**src/svs_pkg.sv**
```systemverilog
// Shared constants, types and helper functions for the staggered grid velocity splat.
`timescale 1ns / 1ps
package svs_pkg;

	localparam int MAX_DIM    = 32;
	localparam int FRAC_BITS  = 12;
	localparam int DIM_W      = $clog2(MAX_DIM);
	localparam int CFG_DIM_W  = 6;
	localparam int CFG_IDX_W  = 2;
	localparam int CFG_DATA_W = 24;
	localparam int POS_W      = 24;
	localparam int INV_W      = 24;
	localparam int VEL_W      = 24;
	localparam int NODE_W     = 5;
	localparam int G_SHIFT    = 28 - FRAC_BITS;
	localparam int G_W        = POS_W + INV_W - G_SHIFT;
	localparam int FR_W       = FRAC_BITS + 1;
	localparam int W_W        = FR_W;
	localparam int P01_W      = 2 * FR_W;
	localparam int P_W        = 3 * FR_W;
	localparam int VSUM_W     = 48;
	localparam int WSUM_W     = 24;
	localparam int CON_W      = W_W + 1 + VEL_W;
	localparam int NODE_COUNT = MAX_DIM * MAX_DIM * MAX_DIM;
	localparam int ADDR_W     = $clog2(NODE_COUNT);
	localparam int Q_DEPTH    = 4;
	localparam int Q_AW       = $clog2(Q_DEPTH);
	localparam int CORNERS    = 8;
	localparam int CNT_W      = $clog2(CORNERS + 1);
	localparam int DIV_CNT_W  = $clog2(VSUM_W + 1);

	localparam logic [FR_W-1:0] ONE_F  = {1'b1, {FRAC_BITS{1'b0}}};
	localparam logic [FR_W-1:0] HALF_F = ONE_F >> 1;

	localparam logic [CFG_DIM_W-1:0]  DIM_RST = CFG_DIM_W'(32);
	localparam logic [CFG_DATA_W-1:0] INV_RST = CFG_DATA_W'(65536);

	localparam logic REQ_READ = 1'b1;

	typedef enum logic [CFG_IDX_W-1:0] {
		CFG_DIM_X       = 2'd0,
		CFG_DIM_Y       = 2'd1,
		CFG_DIM_Z       = 2'd2,
		CFG_INV_SPACING = 2'd3
	} cfg_idx_t;

	typedef struct packed {
		logic [DIM_W-1:0] base;
		logic [FR_W-1:0]  frac;
	} axis_t;

	typedef axis_t [2:0] place_t;

	typedef logic [2:0][DIM_W-1:0] last_t;

	typedef struct packed {
		logic                    is_read;
		logic                    node_ok;
		place_t [2:0]            place;
		logic [2:0][VEL_W-1:0]   vel;
	} job_t;

	typedef struct packed {
		logic              start;
		logic              is_read;
		logic              node_ok;
		logic              clr_en;
		logic [ADDR_W-1:0] clr_addr;
	} lane_ctl_t;

	typedef struct packed {
		logic             busy;
		logic             covered;
		logic [VEL_W-1:0] q;
	} lane_sts_t;

	// Flat node address from three node indices.
	function automatic logic [ADDR_W-1:0] node_addr(input logic [DIM_W-1:0] x,
			input logic [DIM_W-1:0] y, input logic [DIM_W-1:0] z);
		node_addr = ADDR_W'((int'(x) * MAX_DIM + int'(y)) * MAX_DIM + int'(z));
	endfunction

	// Last usable node index for a dimension register, dimension saturated to 1..MAX_DIM.
	function automatic logic [DIM_W-1:0] last_idx(input logic [CFG_DIM_W-1:0] d);
		if (d == '0) begin
			last_idx = '0;
		end else if (int'(d) > MAX_DIM) begin
			last_idx = DIM_W'(MAX_DIM - 1);
		end else begin
			last_idx = DIM_W'(int'(d) - 1);
		end
	endfunction

endpackage

```
**src/svs_queue.sv**
```systemverilog
// Short job queue between the front end and the accumulate lanes.
`timescale 1ns / 1ps
module svs_queue (
	input  logic          clk,
	input  logic          arst_n,
	input  logic          push,
	input  svs_pkg::job_t push_job,
	input  logic          pop,
	output svs_pkg::job_t head,
	output logic          empty,
	output logic          full
);

	svs_pkg::job_t               slot_q [svs_pkg::Q_DEPTH];
	logic [svs_pkg::Q_AW-1:0]    wr_ptr_q;
	logic [svs_pkg::Q_AW-1:0]    rd_ptr_q;
	logic [svs_pkg::Q_AW:0]      count_q;

	assign empty = (count_q == '0);
	assign full  = (count_q == (svs_pkg::Q_AW + 1)'(svs_pkg::Q_DEPTH));
	assign head  = slot_q[rd_ptr_q];

	always_ff @(posedge clk or negedge arst_n) begin
		if (!arst_n) begin
			wr_ptr_q <= '0;
			rd_ptr_q <= '0;
			count_q  <= '0;
		end else begin
			if (push) begin
				wr_ptr_q <= wr_ptr_q + 1'b1;
			end
			if (pop) begin
				rd_ptr_q <= rd_ptr_q + 1'b1;
			end
			if (push && !pop) begin
				count_q <= count_q + 1'b1;
			end else if (pop && !push) begin
				count_q <= count_q - 1'b1;
			end
		end
	end

	always_ff @(posedge clk) begin
		if (push) begin
			slot_q[wr_ptr_q] <= push_job;
		end
	end

endmodule

```
**config.mk**
```make
export PLATFORM = sky130hd
export DESIGN_NAME = svs_queue
export DESIGN_NICKNAME = d
export VERILOG_FILES = /design/src/svs_pkg.sv /design/src/svs_queue.sv
export SDC_FILE = /design/constraint.sdc
export NUM_CORES = 1
export LEC_CHECK = 0
export BUFFER_PORTS_ARGS = -buffer_cell sky130_fd_sc_hd__buf_2
export CAP_MARGIN = 20
export CORE_AREA = 5 5 290 348
export CTS_BUF_LIST = sky130_fd_sc_hd__clkbuf_4 sky130_fd_sc_hd__clkbuf_8
export DETAILED_ROUTE_END_ITERATION = 12
export DIE_AREA = 0 0 295 353
export GPL_TIMING_DRIVEN = 0
export PLACE_DENSITY_LB_ADDON = 0.25
export SYNTH_ARGS = -nofsm -noshare
export SYNTH_HDL_FRONTEND = slang
export SYNTH_SLANG_ARGS = --single-unit
```
**constraint.sdc**
```tcl
create_clock -name clk -period 6.5 [get_ports clk]
set_input_delay 0.325 -clock clk [delete_from_list [all_inputs] [get_ports clk]]
set_output_delay 0.325 -clock clk [all_outputs]
set_load 0.02 [all_outputs]
```
==> run metrics <==
power consumption=~20 mW; synthesized area=34,680 µm²; hold path start=push_job[163]; TritonCTS clock tree=yes; Final TNS setup=0 ns; Placeable Area=approximately 97,000 µm²; Total GRT Usage=0.1492; Die X=between 200 and 300 µm; Min Hold Slack=about 0.30 ns; vias in the first global route=between 15k and 20k; global-route wire length before repair=~120,000 µm; Hold WC Path Type=input port to register; GPL Wtd Cong=roughly 0.7; Seq/Total Area, Yosys=0.8225; R2R Path Start=wr_ptr_q[0]; total congestion overflow=0; R2R Path End=slot_q[2][83]; leakage power=between 15 and 20 nW; reg2reg path depth=5; CP arrival=~3.0 ns; Avg WL per Cell=between 20 and 25 µm; startpoint types=register; final wirelength=about 78,000 µm; Peak VDD IR=between 0.2 and 0.3 mV; port buffer count=between 400 and 500; max_slew headroom=0.3768; final number of hold-violating endpoints=0; status=complete, no violations; hold path cells=2; drt drc=0; worst-skew pair later-pin latency=a little under 0.8 ns; Area Overhead vs Synth=28.46%; CTS Buf Count=~150; Pre-antenna DRT Iters=4; # H-tree levels=4; Crit path required time=6.17 ns; max-cap violation count=0; Iteration-0 DRC Markers=996; IO Count=about 480; Worst Max-Slew Pin Slew=0.9347 ns; Initial Util=0.3582; WS Path Type=register to output port; FMAX=between 0.3 and 0.4 GHz; vias per cell=4.699; clk sink count=about 950; Finish-stage setup viols=0; initial antenna violation count=10; Nets=2,402; most common cell after layout, fill and taps aside=edfxtp_1; Vias=16.67k; Syn. warnings=0; Root Driver=clkbuf_8; largest net degree at the start of global routing=53; flop2flop setup slack=roughly 3.9 ns; die area=between 100,000 and 150,000 µm²; RSZ-0062 raised after global routing=no; Hold Crit Endpoint=slot_q[3][163]; Worst-path clk slew=approximately 0.070 ns; Setup Skew=about 0.026 ns; Avg Inst Size Synth=between 20 and 30 µm²; Synth Net Count=1,513; register bit count reported by yosys=between 900 and 1k; layout cells sized above 1=0.4480; ratio of final minimum period to clock period=0.5089; postcts setup bufs=0; die height=between 300 and 400 µm; Syn Inst Count=about 1.3k; most frequent cells in the layout=edfxtp_1, buf_2, dlygate4sd3_1; Yosys cell types=21; CTS resizes=0; critical path fanouts, max=10; Critical Path Sink Type=output port; Detailed Place HPWL=approximately 50,000 µm; num rows=roughly 130; Max clock buf depth=3; Power per Cell Area=about 450 nW/µm²; Slew Limit Fails=0; Tmin final=3.308 ns; Final ANT Viol Nets=0; Filler cells=approximately 8k
-- state kept, by name, summed over array words and instances, names as in the netlist --
signal	flops
count_q	3
rd_ptr_q	2
slot_q	944
wr_ptr_q	2
-- synthesized netlist by cell type --
library cell / n / share of area
xnor2_1: 2 / 0.00051
clkbuf_1: 2 / 0.00022
nor3b_1: 1 / 0.00022
nand2_1: 2 / 0.00022
inv_1: 4 / 0.00043
and2_1: 4 / 0.00072
buf_12: 22 / 0.013
nor3_1: 1 / 0.00014
ha_1: 5 / 0.0018
buf_6: 3 / 0.00097
buf_8: 1 / 0.00043
mux2_2: 1 / 0.00032
xor2_1: 4 / 0.0010
dfrtp_1: 7 / 0.0051
o21ai_0: 1 / 0.00014
nor2_1: 1 / 0.00011
fa_1: 1 / 0.00058
edfxtp_1: 944 / 0.82
mux4_2: 236 / 0.15
buf_2: 24 / 0.0035
buf_4: 1 / 0.00022
-- report_power, final --
group	switching (mW)	leakage (nW)	internal, mW
clock network	2.28	1.54	2.70
registers	0.220	8.75	8.00
logic	4.06	5.05	2.84
-- area by class of cell --
type,count,area [µm²],area share
Antenna cell,8,20.02,0.0004494
Buffer,53,624.3,0.01402
Clock buffer,202,2492,0.05595
Clock inverter,66,473.0,0.01062
Inverter,4,15.01,0.0003371
Multi-Input combinational cell,259,5525,0.1240
Sequential cell,951,28520,0.6403
Tap cell,1270,1589,0.03567
Timing Repair Buffer,735,5285,0.1186
-- what timing repair did --
action,in CTS,in global routing
hold buffers,240,0
endpoints found under the setup margin,0,0
endpoints found under the hold margin,957,0
-- worst max path at each step --
stage | from | cells past startpoint | slack [ns] | end
detailed placement | rd_ptr_q[1] | 4 | 3.73 | head[15]
CTS | rd_ptr_q[1] | 4 | 2.83 | head[15]
global placement | wr_ptr_q[0] | 3 | -0.09 | slot_q[0][140]
finish | rd_ptr_q[1] | 4 | 3.19 | head[15]
global route | rd_ptr_q[1] | 4 | 2.83 | head[15]
floorplan | wr_ptr_q[0] | 3 | 2.55 | slot_q[2][0]
-- worst max-delay path: stages, from the launching register on --
cell	delay, ns
dfrtp_1	0.42
clkbuf_1	0.72
buf_2	0.50
mux4_2	0.37
buf_2	0.20
-- kinds of logic (layout without fill, tap and decap cells) --
kind of cell	Yosys count	in the layout	share of synthesized area
other	0	8	0
adder cells (fa/ha/maj)	6	6	0.002381
buffers and inverters	57	1060	0.01844
XOR/XNOR	6	6	0.001515
AND/OR/NAND/NOR	9	9	0.001407
flip-flops	951	951	0.8225
multiplexers	237	237	0.1536
AO/OA/AOI/OAI	1	1	0.0001442
-- through the flow --
step           worst slack, ns  cells  cell area, µm²    util
3_5_place_dp             3.735   3032           39160  0.4045
5_1_grt                  2.833   3545           44540  0.4601
2_1_floorplan            2.549   1267           34680       -
3_3_place_gp          -0.09430   3014           38660  0.3993
6_report                 3.192   3548           44550  0.4601
4_1_cts                  2.833   3540           44530  0.4599
-- per-layer routing --
layer | global-route usage | part of all wire
met3 | 0.04651 | 0.072
met1 | 0.1743 | 0.38
met5 | 0 | 0.00035
met4 | 0.05862 | 0.031
met2 | 0.2571 | 0.52
Power figures use the tool's default switching activity.
