==> src/svs_pkg.sv <==
// Shared constants, types and helper functions for the staggered grid velocity splat.
`timescale 1ns / 1ps
package svs_pkg;

	localparam int MAX_DIM    = 32;
	localparam int FRAC_BITS  = 12;
	localparam int DIM_W      = $clog2(MAX_DIM);
	localparam int CFG_DIM_W  = 6;
	localparam int CFG_IDX_W  = 2;
	localparam int CFG_DATA_W = 24;
	localparam int POS_W      = 24;
	localparam int INV_W      = 24;
	localparam int VEL_W      = 24;
	localparam int NODE_W     = 5;
	localparam int G_SHIFT    = 28 - FRAC_BITS;
	localparam int G_W        = POS_W + INV_W - G_SHIFT;
	localparam int FR_W       = FRAC_BITS + 1;
	localparam int W_W        = FR_W;
	localparam int P01_W      = 2 * FR_W;
	localparam int P_W        = 3 * FR_W;
	localparam int VSUM_W     = 48;
	localparam int WSUM_W     = 24;
	localparam int CON_W      = W_W + 1 + VEL_W;
	localparam int NODE_COUNT = MAX_DIM * MAX_DIM * MAX_DIM;
	localparam int ADDR_W     = $clog2(NODE_COUNT);
	localparam int Q_DEPTH    = 4;
	localparam int Q_AW       = $clog2(Q_DEPTH);
	localparam int CORNERS    = 8;
	localparam int CNT_W      = $clog2(CORNERS + 1);
	localparam int DIV_CNT_W  = $clog2(VSUM_W + 1);

	localparam logic [FR_W-1:0] ONE_F  = {1'b1, {FRAC_BITS{1'b0}}};
	localparam logic [FR_W-1:0] HALF_F = ONE_F >> 1;

	localparam logic [CFG_DIM_W-1:0]  DIM_RST = CFG_DIM_W'(32);
	localparam logic [CFG_DATA_W-1:0] INV_RST = CFG_DATA_W'(65536);

	localparam logic REQ_READ = 1'b1;

	typedef enum logic [CFG_IDX_W-1:0] {
		CFG_DIM_X       = 2'd0,
		CFG_DIM_Y       = 2'd1,
		CFG_DIM_Z       = 2'd2,
		CFG_INV_SPACING = 2'd3
	} cfg_idx_t;

	typedef struct packed {
		logic [DIM_W-1:0] base;
		logic [FR_W-1:0]  frac;
	} axis_t;

	typedef axis_t [2:0] place_t;

	typedef logic [2:0][DIM_W-1:0] last_t;

	typedef struct packed {
		logic                    is_read;
		logic                    node_ok;
		place_t [2:0]            place;
		logic [2:0][VEL_W-1:0]   vel;
	} job_t;

	typedef struct packed {
		logic              start;
		logic              is_read;
		logic              node_ok;
		logic              clr_en;
		logic [ADDR_W-1:0] clr_addr;
	} lane_ctl_t;

	typedef struct packed {
		logic             busy;
		logic             covered;
		logic [VEL_W-1:0] q;
	} lane_sts_t;

	// Flat node address from three node indices.
	function automatic logic [ADDR_W-1:0] node_addr(input logic [DIM_W-1:0] x,
			input logic [DIM_W-1:0] y, input logic [DIM_W-1:0] z);
		node_addr = ADDR_W'((int'(x) * MAX_DIM + int'(y)) * MAX_DIM + int'(z));
	endfunction

	// Last usable node index for a dimension register, dimension saturated to 1..MAX_DIM.
	function automatic logic [DIM_W-1:0] last_idx(input logic [CFG_DIM_W-1:0] d);
		if (d == '0) begin
			last_idx = '0;
		end else if (int'(d) > MAX_DIM) begin
			last_idx = DIM_W'(MAX_DIM - 1);
		end else begin
			last_idx = DIM_W'(int'(d) - 1);
		end
	endfunction

endpackage

==> src/svs_front.sv <==
// Front end: takes transactions, scales positions to grid units, finds base nodes and fractions.
`timescale 1ns / 1ps
module svs_front (
	input  logic                               clk,
	input  logic                               arst_n,
	input  logic                               in_valid,
	output logic                               in_stall,
	input  logic                               req_type,
	input  logic [svs_pkg::POS_W-1:0]          pos_x,
	input  logic [svs_pkg::POS_W-1:0]          pos_y,
	input  logic [svs_pkg::POS_W-1:0]          pos_z,
	input  logic signed [svs_pkg::VEL_W-1:0]   part_vel_x,
	input  logic signed [svs_pkg::VEL_W-1:0]   part_vel_y,
	input  logic signed [svs_pkg::VEL_W-1:0]   part_vel_z,
	input  logic                               skip_particle,
	input  logic [svs_pkg::NODE_W-1:0]         node_x,
	input  logic [svs_pkg::NODE_W-1:0]         node_y,
	input  logic [svs_pkg::NODE_W-1:0]         node_z,
	input  logic [svs_pkg::INV_W-1:0]          inv_spacing,
	input  svs_pkg::last_t                     last,
	input  logic                               clearing,
	input  logic                               q_full,
	output logic                               push,
	output svs_pkg::job_t                      push_job
);

	localparam int PROD_W = svs_pkg::POS_W + svs_pkg::INV_W;

	logic                                    accept;
	logic                                    v_s1_q;
	logic                                    is_read_s1;
	logic [2:0][svs_pkg::G_W-1:0]            g_s1;
	logic [2:0][svs_pkg::VEL_W-1:0]          vel_s1;
	logic [2:0][svs_pkg::NODE_W-1:0]         node_s1;
	logic [2:0][svs_pkg::POS_W-1:0]          pos_in;

	// Base node and fraction on one axis; half moves the sample point back half a cell.
	function automatic svs_pkg::axis_t place_axis(input logic [svs_pkg::G_W-1:0] g,
			input logic half, input logic [svs_pkg::DIM_W-1:0] lim);
		logic [svs_pkg::G_W+1:0]        offv;
		logic signed [svs_pkg::G_W+1:0] t;
		logic signed [svs_pkg::G_W+1:0] org;
		logic signed [svs_pkg::G_W+1:0] f;
		logic [svs_pkg::G_W-1:0]        idx_raw;
		logic [svs_pkg::DIM_W-1:0]      idx;
		offv = half ? (svs_pkg::G_W + 2)'(svs_pkg::HALF_F) : '0;
		t = $signed({2'b00, g}) - $signed(offv);
		if (t < 0) begin
			idx = '0;
		end else begin
			idx_raw = t[svs_pkg::G_W-1:0] >> svs_pkg::FRAC_BITS;
			idx = (idx_raw > svs_pkg::G_W'(lim)) ? lim : svs_pkg::DIM_W'(idx_raw);
		end
		org = $signed(((svs_pkg::G_W + 2)'(idx) << svs_pkg::FRAC_BITS) + offv);
		f = $signed({2'b00, g}) - org;
		place_axis.base = idx;
		if (f < 0) begin
			place_axis.frac = '0;
		end else if (f > $signed((svs_pkg::G_W + 2)'(svs_pkg::ONE_F))) begin
			place_axis.frac = svs_pkg::ONE_F;
		end else begin
			place_axis.frac = svs_pkg::FR_W'(f);
		end
	endfunction

	assign in_stall = clearing | (v_s1_q & q_full);
	assign accept   = in_valid & ~in_stall;
	assign push     = v_s1_q & ~q_full;
	assign pos_in   = {pos_z, pos_y, pos_x};

	always_ff @(posedge clk or negedge arst_n) begin
		if (!arst_n) begin
			v_s1_q <= 1'b0;
		end else if (accept) begin
			// skipped particles die here
			v_s1_q <= (req_type == svs_pkg::REQ_READ) | ~skip_particle;
		end else if (push) begin
			v_s1_q <= 1'b0;
		end
	end

	always_ff @(posedge clk) begin
		if (accept) begin
			is_read_s1 <= (req_type == svs_pkg::REQ_READ);
			for (int a = 0; a < 3; a++) begin
				g_s1[a] <= svs_pkg::G_W'((PROD_W'(pos_in[a]) * PROD_W'(inv_spacing))
					>> svs_pkg::G_SHIFT);
			end
			vel_s1  <= {part_vel_z, part_vel_y, part_vel_x};
			node_s1 <= {node_z, node_y, node_x};
		end
	end

	always_comb begin
		push_job.is_read = is_read_s1;
		push_job.node_ok = (int'(node_s1[0]) < svs_pkg::MAX_DIM)
			&& (int'(node_s1[1]) < svs_pkg::MAX_DIM)
			&& (int'(node_s1[2]) < svs_pkg::MAX_DIM);
		push_job.vel = vel_s1;
		for (int c = 0; c < 3; c++) begin
			for (int a = 0; a < 3; a++) begin
				if (is_read_s1) begin
					push_job.place[c][a].base = svs_pkg::DIM_W'(node_s1[a]);
					push_job.place[c][a].frac = '0;
				end else begin
					push_job.place[c][a] = place_axis(g_s1[a], a != c, last[a]);
				end
			end
		end
	end

endmodule

==> config.mk <==
export PLATFORM = sky130hd
export DESIGN_NAME = svs_front
export DESIGN_NICKNAME = d
export VERILOG_FILES = /design/src/svs_pkg.sv /design/src/svs_front.sv
export SDC_FILE = /design/constraint.sdc
export NUM_CORES = 2
export LEC_CHECK = 0
export CORE_MARGIN = 1.5
export CORE_UTILIZATION = 30
export CTS_BUF_LIST = sky130_fd_sc_hd__clkbuf_8
export DETAILED_ROUTE_END_ITERATION = 6
export DONT_BUFFER_PORTS = 1
export PLACE_DENSITY = 0.4
export SKIP_CTS_REPAIR_TIMING = 1
export SLEW_MARGIN = 10
export SYNTH_ARGS = -nofsm -noshare
export SYNTH_HDL_FRONTEND = slang
export SYNTH_SLANG_ARGS = --single-unit
export TNS_END_PERCENT = 20
==> constraint.sdc <==
create_clock -name clk -period 21.8 [get_ports clk]
set_clock_uncertainty 0.15 [all_clocks]
set_input_delay 3.27 -clock clk [delete_from_list [all_inputs] [get_ports clk]]
set_output_delay 3.27 -clock clk [all_outputs]
set_load 0.005 [all_outputs]
==> metrics.md <==
| Metric | Value |
|---|---|
| Post-synth ARST share | 0.541% |
| Routed WL | 223000 µm |
| Drt first pass iters | 7 |
| Sequential area share after synthesis | 8.14% |
| Max Slew Vio Count | 0 |
| Max-cap violations | 0 |
| Area of the multi-input gates | 54600 µm² |
| Worst Tran Pin Value | 1.02 ns |
| IO Count | 443 |
| CTS Buffer Depth | 2 |
| DRC viols | 2 |
| M2 GR Usage | 35.0% |
| CP required | 18.38 ns |
| Die Y | 480 µm |
| Critical Path AT | 9.33 ns |
| CP endpoint kind | primary output |
| Seq. cell area | 5550 µm² |
| Syn Area/Cell | 8.98 µm² |
| GR peak layer | met2 |
| Initial antenna violation count | 12 |
| Gate count of the mapped netlist | 7589 |
| Max stage delay cell, worst path | nor4_2 |
| Design area | 70500 µm² |
| Net Count, Synth | 9876 |
| Critical Path Start Type | input pin |
| Fill count | 23756 |
| Placed cells | 10144 |
| # clock sinks | 185 |
| DR vias | 49269 |
| Die area | 230000 µm² |
| Std cell rows | 174 |
| Wire length per cell | 21.9 µm |
| Failing checks | design-rule violations |
| Width of the die | 480 µm |
| Hold/Removal Path Class | reg2reg |
| Kind of critical path | in2out |
| Mapped cell area | 68200 µm² |
| GRT overflow | 0 |
| Yosys warns | 0 |
| Delay-heaviest family, CP | simple AND/OR/NAND/NOR gates |
| Gpl congestion | 0.832 |
| Fin Setup TNS | 0 ns |
| First-pass GRT wire length | 345000 µm |
| Commonest non-fill, non-tap cell in the layout | inv_1 |
| Initial Utilization | 30.2% |
| Non-filler cells, final | 10184 |
| Gr usage total | 19.8% |
| Clk Latency, worst-skew pair | 0.67 ns |
| DP HPWL | 162000 µm |
| CTS tree | built |
| CP Cell Sequence | inv_1 > ha_1 > nor2b_1 > o21a_1 > o21ai_0 > nand2b_1 > a21oi_1 > a31oi_1 > nor3_1 > mux2i_1 > nor2_1 > ha_1 > inv_1 > ha_1 > a21oi_1 > o21ai_0 > or2_1 > a221oi_2 > o211a_1 > nand4_1 > nor4_1 > nand4_1 > nor4_2 > nor3b_1 |
| WP buf/inv | 2 |
| Synth unique cells | 95 |
| CTS Buf Count | 17 |
| Nets | 9458 |
| CP max stage delay | 0.81 ns |
| Fin crit share | 58.5% |
| Fmax | 78.4 MHz |
| Area growth, synth to finish | 3.42% |
| Commonest register cell after synthesis | edfxtp_1 |
| Outcome | finished with violations |
| Most frequent CP cell | ha_1 |
| Area post-placement | 70100 µm² |
| Met1 Usage GRT | 26.4% |
| Clk pin slew, worst setup/hold paths | 0.13 ns |
| Largest net degree at the start of global routing | 73 |
| Vias in the first global route | 54594 |
| DR iter-0 viols | 2611 |
| H-tree levels | 4 |
| CP Max Fanout | 12 |
| IO Port Bufs | 0 |
| Commonest cells after routing, fill and taps aside | inv_1 (1604), fa_1 (1446), nand2_1 (1245) |
| Share of cells above drive strength 1 | 1.41% |
| Final setup violation count | 0 |
| Max_slew headroom | 31.0% |
| Core Box Area | 225000 µm² |
| GR Util met3 | 2.07% |
| Number of flops mapped to enable cells by yosys | 184 |
| Final Hold Violating Endpoints | 0 |
| RSZ-0062 raised after global routing | false |
| Crit path time final | 12.75 ns |
| Via/cell ratio | 4.84 |
| Root Buffer | clkbuf_8 |
| Remaining antenna violation count | 0 |
| Synth Register Bits | 185 |
-- sequential cells by signal, indices dropped and copies added (netlist names) --
register    cells
g_s1           96
is_read_s1      1
node_s1        15
push_job       72
v_s1_q          1
-- path summary, 6_finish.rpt --
check,start,end,slack [ns],cells after the start
max,last[6],push_job[206],9.05,24
min,v_s1_q,v_s1_q,0.45,1
max reg2reg,v_s1_q,g_s1[74],18.64,4
min reg2reg,v_s1_q,v_s1_q,0.45,1
max in group asynchronous,arst_n,v_s1_q,19.31,0
min in group asynchronous,arst_n,v_s1_q,2.12,0
-- metal layers --
layer / vias up / part of all wire (%)
li1: 22152 / -
met1: 25910 / 45
met2: 1064 / 50
met3: 143 / 4.0
met4: 0 / 1.1
met5: - / 0
-- synthesized netlist by cell type, types with 14 or more instances --
cell          n  share of area [%]
or3_1        14               0.13
o21bai_1     15               0.17
fa_1       1446                 42
a21oi_1     197                1.4
nand4_1      51               0.47
and2_1      634                5.8
o21ai_0      99               0.73
mux2i_1      26               0.38
clkbuf_1    378                2.1
o31ai_1      25               0.28
nand3_1      35               0.26
nand2_1    1245                6.9
xor2_1       52               0.67
a211oi_1     26               0.29
and3_1       31               0.28
ha_1        636                 12
edfxtp_1    184                8.1
inv_1      1605                8.8
nor2b_1      40               0.37
nor2_1      168               0.93
and4_1       14               0.18
o211ai_1     17               0.19
buf_4        56               0.62
xnor2_1     106                1.4
a31oi_1      29               0.27
o2111ai_1    14               0.18
nor3_1       66               0.48
o21a_1       32               0.35
a21o_1       98                1.1
nand2b_1     31               0.28
nor4_1       28               0.26
-- final cells by class --
cell class	count	share of cell area, %
multi-input cells	5351	77.5
inverters	1605	8.55
flip-flops and latches	185	7.87
well taps	2992	5.31
clock buffers	17	0.332
clock inverters	15	0.259
repair buffers	11	0.117
diodes	8	0.0284
-- logic make-up after synthesis --
logic type,share of synthesized area (%)
AOI/OAI and AO/OA,6.35
DFF,8.14
xor gates and xnor gates,2.03
muxes,0.486
adders and majority gates,54.1
other,0.00550
buffers and inverters,11.7
and+or+nand+nor,17.2
-- per-stage QoR --
step	utilization [%]	setup WS [ns]	hold slack (ns)
2_1_floorplan	-	10.24	0.338
3_3_place_gp	31.1	9.01	0.373
3_5_place_dp	31.1	9.03	0.429
4_1_cts	31.3	9.00	0.461
5_1_grt	31.3	8.31	0.493
6_report	31.3	9.05	0.447
Power is not shown: default switching activity piles up to over one toggle a cycle in this logic, so the estimate is an artifact.
